--- config.mk ---
export PLATFORM = sky130hd
export DESIGN_NAME = variable_length_bit_packer_core
export DESIGN_NICKNAME = d
export VERILOG_FILES = /design/src/rtl/vlbp_pkg.sv /design/src/rtl/vlbp_pack.sv /design/src/rtl/vlbp_emit.sv /design/src/rtl/variable_length_bit_packer_core.sv
export SDC_FILE = /design/constraint.sdc
export NUM_CORES = 1
export LEC_CHECK = 0
export ABC_AREA = 1
export ABC_CLOCK_PERIOD_IN_PS = 3150
export BUFFER_PORTS_ARGS = -buffer_cell sky130_fd_sc_hd__buf_2
export CAP_MARGIN = 20
export CORE_UTILIZATION = 29
export DETAILED_ROUTE_END_ITERATION = 7
export HOLD_SLACK_MARGIN = 0.1
export PLACE_DENSITY_LB_ADDON = 0.3
export SKIP_LAST_GASP = 1
export SYNTH_ARGS = -nofsm -noshare
export SYNTH_HDL_FRONTEND = slang
export SYNTH_SLANG_ARGS = --single-unit
--- constraint.sdc ---
create_clock -name clock -period 3.15 [get_ports clock]
set_input_delay 0.7875 -clock clock [delete_from_list [all_inputs] [get_ports clock]]
set_output_delay 0.7875 -clock clock [all_outputs]
set_load 0.03 [all_outputs]
--- src/rtl/vlbp_pkg.sv ---
// shared types and constants for the variable-length bit packer
// no dependencies

package vlbp_pkg;

   localparam int MAX_CODE_BITS = 32;
   localparam int PEND_W        = 7;
   localparam int CNT3_W        = 3;
   localparam int ACC_W         = MAX_CODE_BITS + PEND_W;
   localparam int LEN_W         = 6;
   localparam int TOT_W         = $clog2(ACC_W + 1);
   localparam int MAX_BYTES     = ACC_W / 8;
   localparam int NB_W          = $clog2(MAX_BYTES + 1);

   typedef enum logic [0:0] {
      FUNC_PUSH  = 1'b0,
      FUNC_FLUSH = 1'b1
   } func_type;

   // packed word handed to the byte emitter, first bit at the top
   typedef struct packed {
      logic             load;
      logic [ACC_W-1:0] word;
      logic [NB_W-1:0]  nbytes;
   } burst_type;

endpackage

--- src/rtl/vlbp_pack.sv ---
// input register, pending-bit state and packing logic
// depends on vlbp_pkg

module vlbp_pack
   import vlbp_pkg::*;
(
   input  logic             clock,
   input  logic             reset,
   input  logic             req_valid,
   output logic             req_stall,
   input  logic [0:0]       req_func,
   input  logic [31:0]      req_code_bits,
   input  logic [5:0]       req_code_length,
   input  logic             burst_free,
   output burst_type        burst
);

   logic              a_valid_ff, a_valid_in;
   logic [0:0]        a_func_ff;
   logic [31:0]       a_code_ff;
   logic [5:0]        a_len_ff;
   logic [PEND_W-1:0] pend_ff, pend_in;
   logic [CNT3_W-1:0] cnt_ff, cnt_in;

   logic              accept;
   logic              load;
   logic [LEN_W-1:0]  len;
   logic [ACC_W-1:0]  code_m;
   logic [ACC_W-1:0]  acc;
   logic [TOT_W-1:0]  total;
   logic [NB_W-1:0]   nbytes;

   assign req_stall = a_valid_ff && !burst_free;
   assign accept    = req_valid && !req_stall;
   assign load      = a_valid_ff && burst_free;

   always_comb begin
      a_valid_in = a_valid_ff;
      if (accept) begin
         a_valid_in = 1'b1;
      end else if (load) begin
         a_valid_in = 1'b0;
      end
   end

   // saturate length, mask code to length, append behind pending bits; a flush emits the pending bits instead
   always_comb begin
      if (a_len_ff > LEN_W'(MAX_CODE_BITS)) begin
         len = LEN_W'(MAX_CODE_BITS);
      end else begin
         len = a_len_ff;
      end
      code_m = ACC_W'(a_code_ff) & ~({ACC_W{1'b1}} << len);
      pend_in = pend_ff;
      cnt_in  = cnt_ff;
      case (func_type'(a_func_ff))
         FUNC_FLUSH: begin
            acc    = ACC_W'(pend_ff);
            total  = TOT_W'(cnt_ff);
            nbytes = (cnt_ff != '0) ? NB_W'(1) : '0;
            if (load) begin
               pend_in = '0;
               cnt_in  = '0;
            end
         end
         default: begin
            acc    = (ACC_W'(pend_ff) << len) | code_m;
            total  = TOT_W'(cnt_ff) + TOT_W'(len);
            nbytes = NB_W'(total >> 3);
            if (load) begin
               cnt_in  = total[CNT3_W-1:0];
               pend_in = acc[PEND_W-1:0] & ~({PEND_W{1'b1}} << total[CNT3_W-1:0]);
            end
         end
      endcase
      burst.load   = load;
      burst.word   = acc << (TOT_W'(ACC_W) - total);
      burst.nbytes = nbytes;
   end

   always_ff @(posedge clock) begin
      if (reset) begin
         a_valid_ff <= 1'b0;
         pend_ff    <= '0;
         cnt_ff     <= '0;
      end else begin
         a_valid_ff <= a_valid_in;
         pend_ff    <= pend_in;
         cnt_ff     <= cnt_in;
      end
   end

   always_ff @(posedge clock) begin
      if (accept) begin
         a_func_ff <= req_func;
         a_code_ff <= req_code_bits;
         a_len_ff  <= req_code_length;
      end
   end

endmodule

--- src/rtl/vlbp_emit.sv ---
// byte emitter: holds the packed word and sends one byte per cycle while rsp_stall does not hold the output
// depends on vlbp_pkg

module vlbp_emit
   import vlbp_pkg::*;
(
   input  logic       clock,
   input  logic       reset,
   input  burst_type  burst,
   output logic       burst_free,
   output logic       rsp_valid,
   input  logic       rsp_stall,
   output logic [7:0] rsp_out_byte,
   output logic       rsp_last
);

   logic [ACC_W-1:0] word_ff, word_in;
   logic [NB_W-1:0]  remain_ff, remain_in;
   logic             rsp_valid_ff, rsp_valid_in;
   logic [7:0]       byte_ff;
   logic             last_ff;
   logic             out_free;
   logic             take;

   assign out_free   = !rsp_valid_ff || !rsp_stall;
   assign take       = (remain_ff != '0) && out_free;
   assign burst_free = (remain_ff == '0) || ((remain_ff == NB_W'(1)) && take);

   always_comb begin
      word_in   = word_ff;
      remain_in = remain_ff;
      if (burst.load) begin
         word_in   = burst.word;
         remain_in = burst.nbytes;
      end else if (take) begin
         word_in   = word_ff << 8;
         remain_in = remain_ff - NB_W'(1);
      end
      rsp_valid_in = out_free ? take : rsp_valid_ff;
   end

   always_ff @(posedge clock) begin
      if (reset) begin
         remain_ff    <= '0;
         rsp_valid_ff <= 1'b0;
      end else begin
         remain_ff    <= remain_in;
         rsp_valid_ff <= rsp_valid_in;
      end
   end

   always_ff @(posedge clock) begin
      word_ff <= word_in;
      if (take) begin
         byte_ff <= word_ff[ACC_W-1 -: 8];
         last_ff <= (remain_ff == NB_W'(1));
      end
   end

   assign rsp_valid    = rsp_valid_ff;
   assign rsp_out_byte = byte_ff;
   assign rsp_last     = last_ff;

endmodule

--- src/rtl/variable_length_bit_packer_core.sv ---
// variable-length bit packer, top level
// depends on vlbp_pkg, vlbp_pack and vlbp_emit
//
// usage
//   req channel: one transaction is a push (code right-aligned, length 0 to 32,
//   larger lengths saturate to 32) or a flush of the partial byte; accepted
//   when req_valid is high and req_stall is low
//   rsp channel: one transaction per packed byte, first bit in bit 7;
//   rsp_last marks the final byte caused by one request
//   path: the first byte of a request passes the input register, then the
//   packed-word register, then the output register before it shows on rsp
//   throughput: one request per cycle while each yields at most one byte
//   and rsp_stall is low; a request yielding n bytes holds the emitter until
//   its n bytes are sent, up to 4 for a 32-bit code behind pending bits; the
//   byte emitter, one byte per cycle into the output register when not stalled, sets that rate
//   stall: rsp_stall freezes the output register, the emitter backs up and
//   req_stall rises once the input register is full; nothing is dropped
//   reset: pending bits cleared, all stages empty, no clearing pass

module variable_length_bit_packer_core
   import vlbp_pkg::*;
(
   input  logic        clock,
   input  logic        reset,
   input  logic        req_valid,
   output logic        req_stall,
   input  logic [0:0]  req_func,
   input  logic [31:0] req_code_bits,
   input  logic [5:0]  req_code_length,
   output logic        rsp_valid,
   input  logic        rsp_stall,
   output logic [7:0]  rsp_out_byte,
   output logic        rsp_last
);

   // packed word and its byte count, pack stage to emitter
   burst_type burst;
   logic      burst_free;

   vlbp_pack u_pack (
      .clock           (clock),
      .reset           (reset),
      .req_valid       (req_valid),
      .req_stall       (req_stall),
      .req_func        (req_func),
      .req_code_bits   (req_code_bits),
      .req_code_length (req_code_length),
      .burst_free      (burst_free),
      .burst           (burst)
   );

   // serializes the word into bytes behind a registered output
   vlbp_emit u_emit (
      .clock        (clock),
      .reset        (reset),
      .burst        (burst),
      .burst_free   (burst_free),
      .rsp_valid    (rsp_valid),
      .rsp_stall    (rsp_stall),
      .rsp_out_byte (rsp_out_byte),
      .rsp_last     (rsp_last)
   );

endmodule
======== Word level (Yosys, flattened, before mapping) ========
Index checks and enable logic that the tools add are counted.
word-level totals
  bits in registers ....................... 102
  output and inout port bits .............. 11
  word-level logic and storage cells ...... 58
cells by class
  $add $sub $neg .......................... 3
  $lt $le $gt $ge ......................... 1
  eq/ne operators ......................... 1
  shifts and indexed selects .............. 4
  mux-type cells .......................... 17
  bitwise operators ....................... 5
  reductions and logical operators ........ 16
operator list
  cell                                                                   count
  39-bit 2-to-1 mux                                                      3
  32-bit by 39-bit bitwise AND with 39-bit output                        1
  39-bit inverter                                                        1
  39-bit bitwise OR                                                      1
  39-bit by 6-bit << shifter with 39-bit output                          1
  39-bit by 6-bit << shifter with 39-bit output, first input constant    1
  7-bit by 6-bit << shifter with 39-bit output                           1
  7-bit 2-to-1 mux                                                       3
  3-bit 2-to-1 mux                                                       6
  6-bit 2-to-1 mux                                                       2
  7-bit bitwise AND                                                      1
  7-bit inverter                                                         1
  7-bit by 3-bit << shifter with 7-bit output, first input constant      1
  3-bit by 6-bit adder with 6-bit output                                 1
  6-bit greater-than comparator, second input constant                   1
  3-bit nonzero test                                                     2
  6-bit subtractor, first input constant                                 1
  1-bit logical AND                                                      5
  1-bit logical NOT                                                      4
  2-bit nonzero test                                                     2
  3-bit by 1-bit equality test with 1-bit output, second input constant  1
  3-bit logical NOT                                                      1
  1-bit 2-to-1 mux                                                       3
  3-bit by 1-bit subtractor with 3-bit output, second input constant     1
  1-bit logical OR                                                       2

======== Logic depth before layout (Yosys ltp) ========
Gate-level depths: netlist of run 1.
  word-level depth ........................ 10
  mapped depth ............................ 25
  depth with buffers taken out ............ 21

======== Modules after synthesis ========
A second synthesis of run 1 with hierarchy kept.
unflattened totals
  cells, all modules ...................... 1,112
  area total of the unflattened synthesis .. 7,846.3 sq um
modules (own cells, without submodules)
  module     instances  cells an instance  area each (sq um)
  vlbp_pack  1          903                5,652.9
  vlbp_emit  1          209                2,193.4

======== Worst setup path before layout of run 1 ========
No wires, ideal clock.
  path kind ............................... register to register
  from .................................... register u_pack.a_len_ff[2]
  to ...................................... register u_emit.word_ff[25], data pin
  library setup time ...................... 259 ps
  data arrival time ....................... 3,059 ps
  slack ................................... -168 ps
  stages on the path, launching flop included .. 21
  buffers on the path ..................... 4
  path through ............................ edfxtp_1 > nor2_4 > nand3_2 > nand2_2 > nand2_2 > nor2_1 > inv_1 > nand2_1 > nand3b_1 > nand2_1 > nor2_1 > nor2_4 > inv_2 > buf_2 > buf_2 > ha_1 > clkbuf_1 > clkbuf_1 > nand3_1 > o211ai_1 > nand2_1
on the way
  cells in the longest elaborated chain, start to end .. 9
  elaborated cells between the ends (all ways) .. 13
RTL lines
  what                                                                                            RTL line         text
  from (decl)                                                                                     vlbp_pack.sv:21  logic [5:0] a_len_ff;
  from (signal assigned)                                                                          vlbp_pack.sv:97  a_len_ff <= req_code_length;
  6-bit greater-than comparator                                                                   vlbp_pack.sv:48  if (a_len_ff > LEN_W'(MAX_CODE_BITS)) begin
  6-bit 2-to-1 mux *                                                                              vlbp_pack.sv:48
  parallel branches: the longest is 5 deep, another holds 3-bit by 6-bit adder with 6-bit output  n/a
  39-bit by 6-bit << shifter with 39-bit output *                                                 vlbp_pack.sv:77  burst.word = acc << (TOT_W'(ACC_W) - total);
  39-bit 2-to-1 mux *                                                                             vlbp_emit.sv:32  if (burst.load) begin
  via u_emit.word_in[25]                                                                          vlbp_emit.sv:17  logic [ACC_W-1:0] word_ff, word_in;
  to (signal assigned)                                                                            vlbp_emit.sv:53  word_ff <= word_in;
  to (decl)                                                                                       vlbp_emit.sv:17
Mark *: on every way through the listed nets, which the timed path passes.
A chain may end at the register's enable or synchronous reset.

======== Worst setup path after layout of run 1 ========
  from .................................... register u_pack.a_len_ff[0]
  to ...................................... register u_emit.word_ff[25], data pin
Same word-level chain as after synthesis.

==> results of run 1 <==
## per-layer routing
metal,share of wire (%),track usage [%]
met1,46,28.8
met4,2.1,6.23
met2,44,32.0
met3,7.3,3.30
met5,0,0
## power groups by stage
stage,Clock (W),Combinational (W),Sequential [W]
after global placement,0,0.00303,0.00227
after floorplan,0,0.00193,0.00238
final,0.00110,0.00335,0.00224
after detailed placement,0,0.00303,0.00227
after CTS,0.00113,0.00306,0.00225
after global routing,0.00118,0.00365,0.00228
## area by class of cell
type / instances / area (µm²) / share of cell area (%)
multi-input cells: 847 / 4270 / 46.1
flip-flops and latches: 102 / 2910 / 31.5
repair buffers: 134 / 1100 / 11.9
well taps: 330 / 413 / 4.46
inverters: 69 / 280 / 3.03
clock buffers: 9 / 225 / 2.43
clock inverters: 6 / 53.8 / 0.581
## cells by family after synthesis
family | Yosys count | share of synthesized area (%)
and+or+nand+nor | 723 | 43.5
buffers and inverters | 131 | 7.71
AOI/OAI and AO/OA | 118 | 9.17
DFF | 102 | 38.5
adders and majority gates | 5 | 0.828
xor gates and xnor gates | 1 | 0.215
## how the worst max path moves through the flow
stage / start / end / slack, ns / cells past startpoint
5_1_grt: u_pack.a_len_ff[0] / u_emit.word_ff[4] / -0.15 / 19
3_3_place_gp: u_pack.a_len_ff[0] / u_emit.word_ff[13] / 0.008 / 19
2_1_floorplan: u_pack.a_len_ff[2] / u_emit.word_ff[14] / 0.01 / 23
6_report: u_pack.a_len_ff[0] / u_emit.word_ff[25] / 0.03 / 19
4_1_cts: u_pack.a_len_ff[1] / u_emit.word_ff[22] / 0.003 / 19
3_5_place_dp: u_pack.a_len_ff[0] / u_emit.word_ff[13] / -0.06 / 19
## repair_timing
item,in CTS,in global routing
setup endpoints to repair,18,39
cloned,0,7
buffers inserted,0,11
pin swaps,1,31
gates resized for setup,6,70
endpoints found under the hold margin,0,0
## stage by stage
step	worst slack (ns)	utilization (%)	total power (W)
global route	-0.150	36.4	0.00712
detailed placement	-0.0626	33.4	0.00530
floorplan	0.0101	-	0.00431
CTS	0.00340	34.6	0.00643
finish	0.0303	36.4	0.00669
global placement	0.00771	33.4	0.00529
## cells in the final DEF, fill, tap and decap left out, types with 11 or more instances in the layout
cell type,netlist,routed
nand3_1,340,330
nand2_1,292,286
edfxtp_1,87,87
buf_4,5,58
inv_1,59,55
buf_2,26,53
nor2_1,53,44
a21oi_1,39,32
o21ai_0,26,21
o21ai_1,18,17
o211ai_1,16,16
dfxtp_1,15,15
clkbuf_16,0,14
nand3_2,2,11
nand4_1,11,11
## flip-flops by register name, summed over array words and instances (netlist names)
register / flops
u_emit.remain_ff: 3
u_emit.rsp_last: 1
u_emit.rsp_out_byte: 8
u_emit.rsp_valid: 1
u_emit.word_ff: 39
u_pack.a_code_ff: 32
u_pack.a_func_ff: 1
u_pack.a_len_ff: 6
u_pack.a_valid_ff: 1
u_pack.cnt_ff: 3
u_pack.pend_ff: 7
==> out/results.txt, run 1 <==
die footprint = 26,700 µm²
Synth area leader = edfxtp_1
Num CTS Buffers = 9
syn avg cell area = 7.00 µm²
Worst R2R Start = u_pack.a_len_ff[0]
TritonCTS clock tree = done
Post-Layout Cell Count = 1,497
leakage power = 3.97 nW
hold slack = 0.417 ns
internal power = 0.00373 W
max incr delay on CP = 0.42 ns
Post-synth EDFFs = 87
final net count = 1,211
Critical Path RT = 3.26 ns
Max VDD drop = 457 µV
Slowest-stage cell, CP = edfxtp_1
synthesized area = 7560 µm²
fin crit share = 99.0%
WL/cell = 18.5 µm
initial antenna violation count = 0
synth top area cells = edfxtp_1, nand3_1, nand2_1
worst min-delay path startpoint = u_emit.word_ff[34]
Distinct cells, synth = 41
top cells by count, synth = nand3_1, nand2_1, edfxtp_1
WL final = 27.7 mm
startpoint types = flip-flop
Worst R2R Path Depth = 19
PwrDens = 723 nW/µm²
gr usage total = 20.5%
worst setup path category = reg2reg
Max clock buf depth = 2
delay-heaviest family, CP = simple AND/OR/NAND/NOR gates
DIE HEIGHT = 163 µm
CP Cell Sequence = nor2_2, nand3_2, nand2_4, nand2_4, nor2_4, nor2_2, ha_2, o211ai_1, nand2_1, nor2_1, a21oi_2, buf_4, inv_6, clkbuf_16, nand3_1, nand3_1, nand2_1, o211ai_1, nand2_1
grt total ovfl = 0
Initial Utilization = 29.8%
setup tns final = 0 ns
row count = 58
CTS H-Tree Depth = 3
CP Max Fanout = 10
Clk pwr share = 16.4%
post-route cell area = 9250 µm²
Root Buffer = clkbuf_16
count leader, synth = nand3_1
Clock transition at path regs = 0.08 ns
port bufs = 53
I/O pin count = 54
first-pass GRT wire length = 41.6 mm
Final Setup Violations = 0
post-route ant nets = 0
placed cells = 1,464
switching part of the total = 44.2%
DRT Pass-1 Iters = 6
ratio of cells with drive above 1 in the final layout = 19.7%
sequential share of power = 33.5%
Seq cells post-synth = 102
Hold Violations, Final = 0
vias in the first global route = 7,456
asr flop ratio synth = 0%
net switching power = 0.00296 W
DRC = 0
FMAX = 321 MHz
Slew HR = 55.6%
# hold bufs at CTS = 0
Fillers = 2,708
Worst-Skew Late Latency = 0.37 ns
r2r setup slk = 0.03 ns
Hold Path End = u_emit.rsp_out_byte[3]
dpl cell area = 8480 µm²
Syn Inst Count = 1,080
Die Width = 163 µm
Placer Congestion = 0.933
hold crit path type = reg2reg
initial DRC count = 917
top_reg_cell synth = edfxtp_1
Via Count = 8,146
Buf/Inv on CP = 3
Final Max Slew Viols = 0
# clock sinks = 102
syn_nets = 1,128
cell repeated most along the worst path = nand2_1
reg2reg end = u_emit.word_ff[25]
Clock Skew = 0.0137 ns
outcome = complete, no violations
area grow syn2layout = 22.4%
RSZ-0062 raised after global routing = true
DP Wirelength = 20.3 mm
final critical-path required period = 3.12 ns
number of max-cap violations = 0
largest net degree at the start of global routing = 41
Worst Tran Pin Value = 0.665 ns
Comb pwr share = 50.0%
Synth top area share = 34.6%
hold path depth = 0
# diodes = 0
Worst Setup End Kind = flip-flop
Via density = 5.44
YS warnings = 0
Seq/Total Area, Yosys = 38.5%
Worst Path Arrival = 3.23 ns
area of the core = 25,400 µm²
No activity file was read; power rests on OpenSTA's default activity.
==> run 2, diff against run 1 <==
- SYNTH_HIERARCHICAL: not set -> 1
==> out/results.txt, run 2 <==
syn avg cell area = 7.06 µm² (+0.80%)
Top reg by flops = u_emit/word_ff
Final Setup Violations = 0 (unchanged)
final net count = 1,257 (+3.8%)
outcome = finished, violations left
Worst R2R Start = u_pack/a_len_ff[3]
Root Buffer = clkbuf_16
GR Layer Usage met2 = 30.7% (-1.3 points)
ratio of cells with drive above 1 in the final layout = 25.9% (+6.2 points)
Via Count = 8,293 (+1.8%)
largest net degree at the start of global routing = 47 (+15%)
initial DRC count = 1,142 (+25%)
Buf/Inv on CP = 2 (-1)
area of the multi-input gates = 4660 µm² (+9.3%)
asr flop ratio synth = 0% (unchanged)
Die Width = 166 µm (+1.9%)
M3 GR Usage = 3.73% (+0.43 points)
top cells by count, synth = nand2_1, nand3_1, edfxtp_1
DRT Pass-1 Iters = 8 (+2)
Slew HR = 60.7% (+5.1 points)
WL/cell = 18.3 µm (-1.2%)
area of the core = 26,300 µm² (+3.5%)
CTS H-Tree Depth = 3 (unchanged)
Critical path destination = u_emit/word_ff[33]
Distinct cells, synth = 38 (-7.3%)
TritonCTS clock tree = done
setup ws final = 0.0998 ns (+0.0694 ns)
post-place setup slack = -0.0740 ns (-0.0113 ns)
WL final = 28.3 mm (+2.1%)
max incr delay on CP = 0.41 ns (about the same)
PwrDens = 734 nW/µm² (+1.6%)
Clk pwr share = 16.1% (-0.3 points)
GR met1 Demand/Resource = 27.8% (-1.0 points)
# hold bufs at CTS = 0 (unchanged)
Synth area leader = edfxtp_1
# clock sinks = 102 (unchanged)
max reg flops = 39 (unchanged)
grt peak-use layer = met2
Seq cells post-synth = 102 (unchanged)
vias in the first global route = 7,665 (+2.8%)
register area = 2910 µm² (unchanged)
most common cell after layout, fill and taps aside = nand2_1
synthesized area = 7850 µm² (+3.8%)
RSZ-0062 raised after global routing = true
Slowest-stage cell, CP = edfxtp_1
sequential share of power = 30.9% (-2.6 points)
gr usage total = 19.8% (-0.66 points)
leakage power = 4.38 nW (+10%)
delay-heaviest family, CP = simple AND/OR/NAND/NOR gates
Max clock buf depth = 2 (unchanged)
Comb pwr share = 52.9% (+2.9 points)
Hold Violations, Final = 0 (unchanged)
CP Max Fanout = 8 (-2)
internal power = 0.00392 W (+5.1%)
Post-synth EDFFs = 87 (unchanged)
Worst-Skew Late Latency = 0.37 ns (about the same)
Crit path depth = 21 (+2)
CP Cell Sequence = nor2_2, nand3_2, nand2_4, nand2_4, nor2_4, nor2_4, ha_4, or2_4, nand2_2, nand2_2, a21oi_2, nand2_2, ha_4, xor2_4, inv_2, nor2_8, buf_8, nand3_2, nand3_2, nand2_1, nand2_1
Via density = 5.36 (-1.5%)
Clock transition at path regs = 0.08 ns (about the same)
Worst R2R Path Depth = 21 (+2)
area grow syn2layout = 25.7%
net switching power = 0.00332 W (+12%)
port bufs = 53 (unchanged)
Fillers = 2,801 (+3.4%)
Max VDD drop = 350 µV (-23%)
die footprint = 27,700 µm² (+3.7%)
post-route ant nets = 0 (unchanged)
hold crit path type = reg2reg
setup tns final = 0 ns (unchanged)
hold path depth = 0 (unchanged)
synth top area cells = edfxtp_1, nand3_1, nand2_1
worst setup path category = reg2reg
Syn Inst Count = 1,112 (+3.0%)
Worst Setup End Kind = flip-flop
I/O pin count = 54 (unchanged)
Synth top area share = 33.3% (-1.3 points)
Seq/Total Area, Yosys = 37.1% (-1.4 points)
fin crit share = 96.8% (-2.2 points)
most frequent cells in the layout = nand2_1, nand3_1, edfxtp_1
FMAX = 328 MHz (+2.3%)
DIE HEIGHT = 166 µm (+1.9%)
final critical-path required period = 3.05 ns (-0.0694 ns)
Num CTS Buffers = 9 (unchanged)
CP startpoint = u_pack/a_len_ff[3]
Initial Utilization = 29.9% (+0.093 points)
syn_nets = 1,161 (+2.9%)
Final Max Slew Viols = 0 (unchanged)
row count = 59 (+1.7%)
Critical Path RT = 3.39 ns (+0.13 ns)
DRC = 4 (+4)
Clock Skew = 0.0150 ns (+0.00124 ns)
r2r setup slk = 0.1 ns (+0.07 ns)
number of max-cap violations = 0 (unchanged)
first-pass GRT wire length = 42.8 mm (+2.8%)
DP Wirelength = 21.0 mm (+3.3%)
Worst Path Arrival = 3.29 ns (+0.06 ns)
top_reg_cell synth = edfxtp_1
grt total ovfl = 0 (unchanged)
startpoint types = flip-flop
Worst Tran Pin Value = 0.589 ns (-0.0767 ns)
reg2reg end = u_emit/word_ff[33]
YS warnings = 6 (+6)
# diodes = 0 (unchanged)
Placer Congestion = 0.931 (-0.18%)
failing checks = DRC
initial antenna violation count = 0 (unchanged)
count leader, synth = nand2_1
switching part of the total = 45.8% (+1.6 points)
[run 2: changes by cell type after synthesis, moves of 5 or more]
cell / change
a21oi_1: -21
buf_6: +6
inv_1: +9
nand2_1: +39
nand3_1: -14
nand3_2: +12
nand4_1: +7
nor2_1: -5
nor2_4: -7
o21ai_0: +6
o21ai_2: +11
[run 2: cell families (layout without fill, tap and decap cells)]
logic type / count (synthesis) / after routing / synth area share [%]
AND/OR/NAND/NOR: 759 / 759 / 44.5
adder cells (fa/ha/maj): 6 / 6 / 0.957
AO/OA/AOI/OAI: 100 / 101 / 7.94
flip-flops: 102 / 102 / 37.1
XOR/XNOR: 2 / 2 / 0.415
buffers and inverters: 143 / 243 / 9.07
[run 2: layer usage]
layer / wire (µm) / part of all wire (%)
met4: 606 / 2.1
met3: 2200 / 7.8
met1: 13100 / 46
met2: 12400 / 44
met5: 0 / 0
[run 2: per-stage QoR]
stage          cell area (µm²)  hold WS, ns  util (%)  power, W  cells
2_1_floorplan             7860        0.400         -   0.00458   1112
3_3_place_gp              8740        0.406      33.2   0.00559   1505
3_5_place_dp              8740        0.412      33.2   0.00560   1505
4_1_cts                   9060        0.434      34.5   0.00680   1522
5_1_grt                   9860        0.459      37.5   0.00774   1548
6_report                  9860        0.428      37.5   0.00724   1548
[run 2: power groups by stage]
| stage | combinational [W] | clock (W) | sequential, W |
|---|---|---|---|
| after floorplan | 0.00222 | 0 | 0.00236 |
| after global placement | 0.00333 | 0 | 0.00225 |
| after detailed placement | 0.00333 | 0 | 0.00226 |
| after CTS | 0.00335 | 0.00121 | 0.00224 |
| after global routing | 0.00419 | 0.00126 | 0.00229 |
| final | 0.00383 | 0.00117 | 0.00224 |
[run 2: layout make-up]
class                   instances  area share [%]
multi-input cells             868            47.3
flip-flops and latches        102            29.5
clock buffers                   9            2.28
clock inverters                 7           0.774
well taps                     335            4.25
inverters                      78            3.35
repair buffers                146            12.2
repair inverters                3           0.317
[run 2: how the worst min path moves through the flow]
stage                             endpoint  slack (ns)               start
floorplan           u_emit/rsp_out_byte[0]        0.40  u_emit/word_ff[31]
global placement    u_emit/rsp_out_byte[7]        0.41  u_emit/word_ff[38]
detailed placement  u_emit/rsp_out_byte[3]        0.41  u_emit/word_ff[34]
CTS                 u_emit/rsp_out_byte[3]        0.43  u_emit/word_ff[34]
global route        u_emit/rsp_out_byte[7]        0.46  u_emit/word_ff[38]
finish              u_emit/rsp_out_byte[3]        0.43  u_emit/word_ff[34]
[run 2: what timing repair did]
action / 4_1_cts / 5_1_grt
pin swaps: 2 / 55
resized for setup: 4 / 123
endpoints found under the setup margin: 20 / 38
buffers inserted: 1 / 17
gates cloned: 0 / 9
==> run 3, diff against run 2 <==
- GPL_TIMING_DRIVEN: not set -> 0
- SETUP_SLACK_MARGIN: not set -> 0.1
==> out/results.txt, run 3 (synthesis results as in run 2) <==
Via density = 5.66 (+5.6%)
register area = 2910 µm² (unchanged)
# hold bufs at CTS = 0 (unchanged)
cell repeated most along the worst path = nand3_2
Worst Tran Pin Value = 0.630 ns (+0.0416 ns)
WL final = 30.7 mm (+8.5%)
Worst Setup End Kind = flip-flop
port bufs = 53 (unchanged)
outcome = finished, violations left
Max VDD drop = 273 µV (-22%)
Root Buffer = clkbuf_16
RSZ-0062 raised after global routing = true
Clock Skew = 0.00698 ns (-0.00801 ns)
Hold Violations, Final = 0 (unchanged)
Worst Path Arrival = 3.41 ns (+0.12 ns)
row count = 59 (unchanged)
max reg flops = 39 (unchanged)
most frequent cells in the layout = nand2_1, nand3_1, edfxtp_1
first-pass GRT wire length = 46.1 mm (+7.9%)
DRC = 3 (-1)
setup ws final = -0.136 ns (-0.235 ns)
Num CTS Buffers = 9 (unchanged)
post-route ant nets = 0 (unchanged)
Slowest-stage cell, CP = edfxtp_1
startpoint types = flip-flop
Max clock buf depth = 2 (unchanged)
DP Wirelength = 22.8 mm (+8.5%)
area of the core = 26,300 µm² (unchanged)
CTS H-Tree Depth = 3 (unchanged)
placed cells = 1,501 (-0.27%)
initial DRC count = 1,013 (-11%)
post-route cell area = 10,300 µm² (+4.5%)
Post-Layout Cell Count = 1,563 (+0.97%)
ratio of cells with drive above 1 in the final layout = 31.0% (+5.1 points)
initial antenna violation count = 0 (unchanged)
I/O pin count = 54 (unchanged)
vias in the first global route = 8,210 (+7.1%)
CP Max Fanout = 10 (+2)
hold crit path type = reg2reg
leakage power = 4.50 nW (+2.9%)
dpl cell area = 8610 µm² (-1.5%)
Die Width = 166 µm (unchanged)
# clock sinks = 102 (unchanged)
Post-Route Utilization = 39.2% (+1.7 points)
CP Cell Sequence = buf_6, nor2_4, nand3_2, nand2_4, buf_6, nand2_8, nor2_8, nand3_2, nand3_2, nor2_2, nor2_4, inv_4, buf_8, ha_4, xor2_4, inv_2, nor2_8, inv_6, buf_12, a21oi_4, nor2_1, nand2_1, nand2_1
# diodes = 0 (unchanged)
Placer Congestion = 1.01 (+8.0%)
Via Count = 8,845 (+6.7%)
grt total ovfl = 0 (unchanged)
hold slack = 0.422 ns (-0.00677 ns)
number of max-cap violations = 0 (unchanged)
failing checks = DRC, setup timing
gr usage total = 21.6% (+1.8 points)
PwrDens = 724 nW/µm² (-1.4%)
WL/cell = 19.6 µm (+7.5%)
Final Setup Violations = 20 (+20)
Final Max Slew Viols = 0 (unchanged)
max incr delay on CP = 0.38 ns (-0.03 ns)
PnR Total Power = 0.00746 W (+3.0%)
FMAX = 304 MHz (-7.2%)
largest net degree at the start of global routing = 40 (-15%)
Slew HR = 58.0% (-2.7 points)
worst setup path category = reg2reg
Top reg by flops = u_emit/word_ff
area of the multi-input gates = 5050 µm² (+8.2%)
DRT Pass-1 Iters = 8 (unchanged)
Clock transition at path regs = 0.07 ns (about the same)
final critical-path required period = 3.29 ns (+0.235 ns)
Worst-Skew Late Latency = 0.36 ns (about the same)
Initial Utilization = 29.9% (unchanged)
area grow syn2layout = 31.3%
final net count = 1,273 (+1.3%)
TritonCTS clock tree = done
Critical Path RT = 3.27 ns (-0.12 ns)
die footprint = 27,700 µm² (unchanged)
DIE HEIGHT = 166 µm (unchanged)
most common cell after layout, fill and taps aside = nand2_1
fin crit share = 104% (+7.5 points)
Fillers = 2,678 (-4.4%)
run 3: cell count changes in the layout (fill, tap and decap cells not counted), moves of 5 or more:
cell / delta
nand3_1: -37
buf_8: +8
nand3_2: +32
buf_6: +10
buf_2: +15
clkbuf_1: +8
nand2_1: -19
o21ai_1: -8
buf_4: -25
nand2_2: +16
nand3_4: +5
o21ai_4: +5
run 3: report_power, final:
group          switching [W]  internal [W]
clock network       0.000533      0.000546
registers           0.000126       0.00209
logic                0.00281       0.00135
run 3: final timing paths:
| kind | depth (start not counted) | start | end | slack, ns |
|---|---|---|---|---|
| max reg2reg | 23 | u_pack/a_len_ff[0] | u_emit/word_ff[38] | -0.14 |
| min reg2reg | 0 | u_emit/word_ff[37] | u_emit/rsp_out_byte[6] | 0.42 |
| max | 23 | u_pack/a_len_ff[0] | u_emit/word_ff[38] | -0.14 |
| min | 0 | u_emit/word_ff[37] | u_emit/rsp_out_byte[6] | 0.42 |
run 3: layer usage:
layer  GRT usage [%]  vias to the layer above  share of wire [%]
met1            30.1                     4180                 44
met3            4.35                      101                8.9
met2            33.0                      524                 43
li1                -                     4040                  -
met5               0                        -                  0
met4            7.97                        0                3.8
run 3: timing repair:
item                                    CTS  global route
pin swaps                                54            27
resized for setup                       112           131
hold endpoints to repair                  0             0
endpoints found under the setup margin   39            78
setup buffers                            37             7
gates cloned                              2             2
run 3: final cells by class:
cell class,instances,area share [%]
multi-input combinational,867,49.0
sequential,102,28.3
timing repair buffer,102,7.27
buffer,64,5.57
tap,335,4.07
inverter,78,3.13
clock buffer,9,2.19
clock inverter,6,0.522
run 3: critical path, delay by kind of cell, from the launching register on:
kind	cells	cell delay (ns)
compound gates	1	0.10
flops	1	0.38
fa+ha+maj	1	0.17
xor+xnor	1	0.22
simple gates	13	1.35
buf+inv	7	0.79
run 3: through the flow:
step | setup WS (ns) | setup TNS, ns
5_1_grt | -0.241 | -4.58
3_5_place_dp | -0.899 | -30.15
4_1_cts | -0.128 | -0.844
2_1_floorplan | 0.115 | 0
3_3_place_gp | -0.898 | -61.12
6_report | -0.136 | -1.15
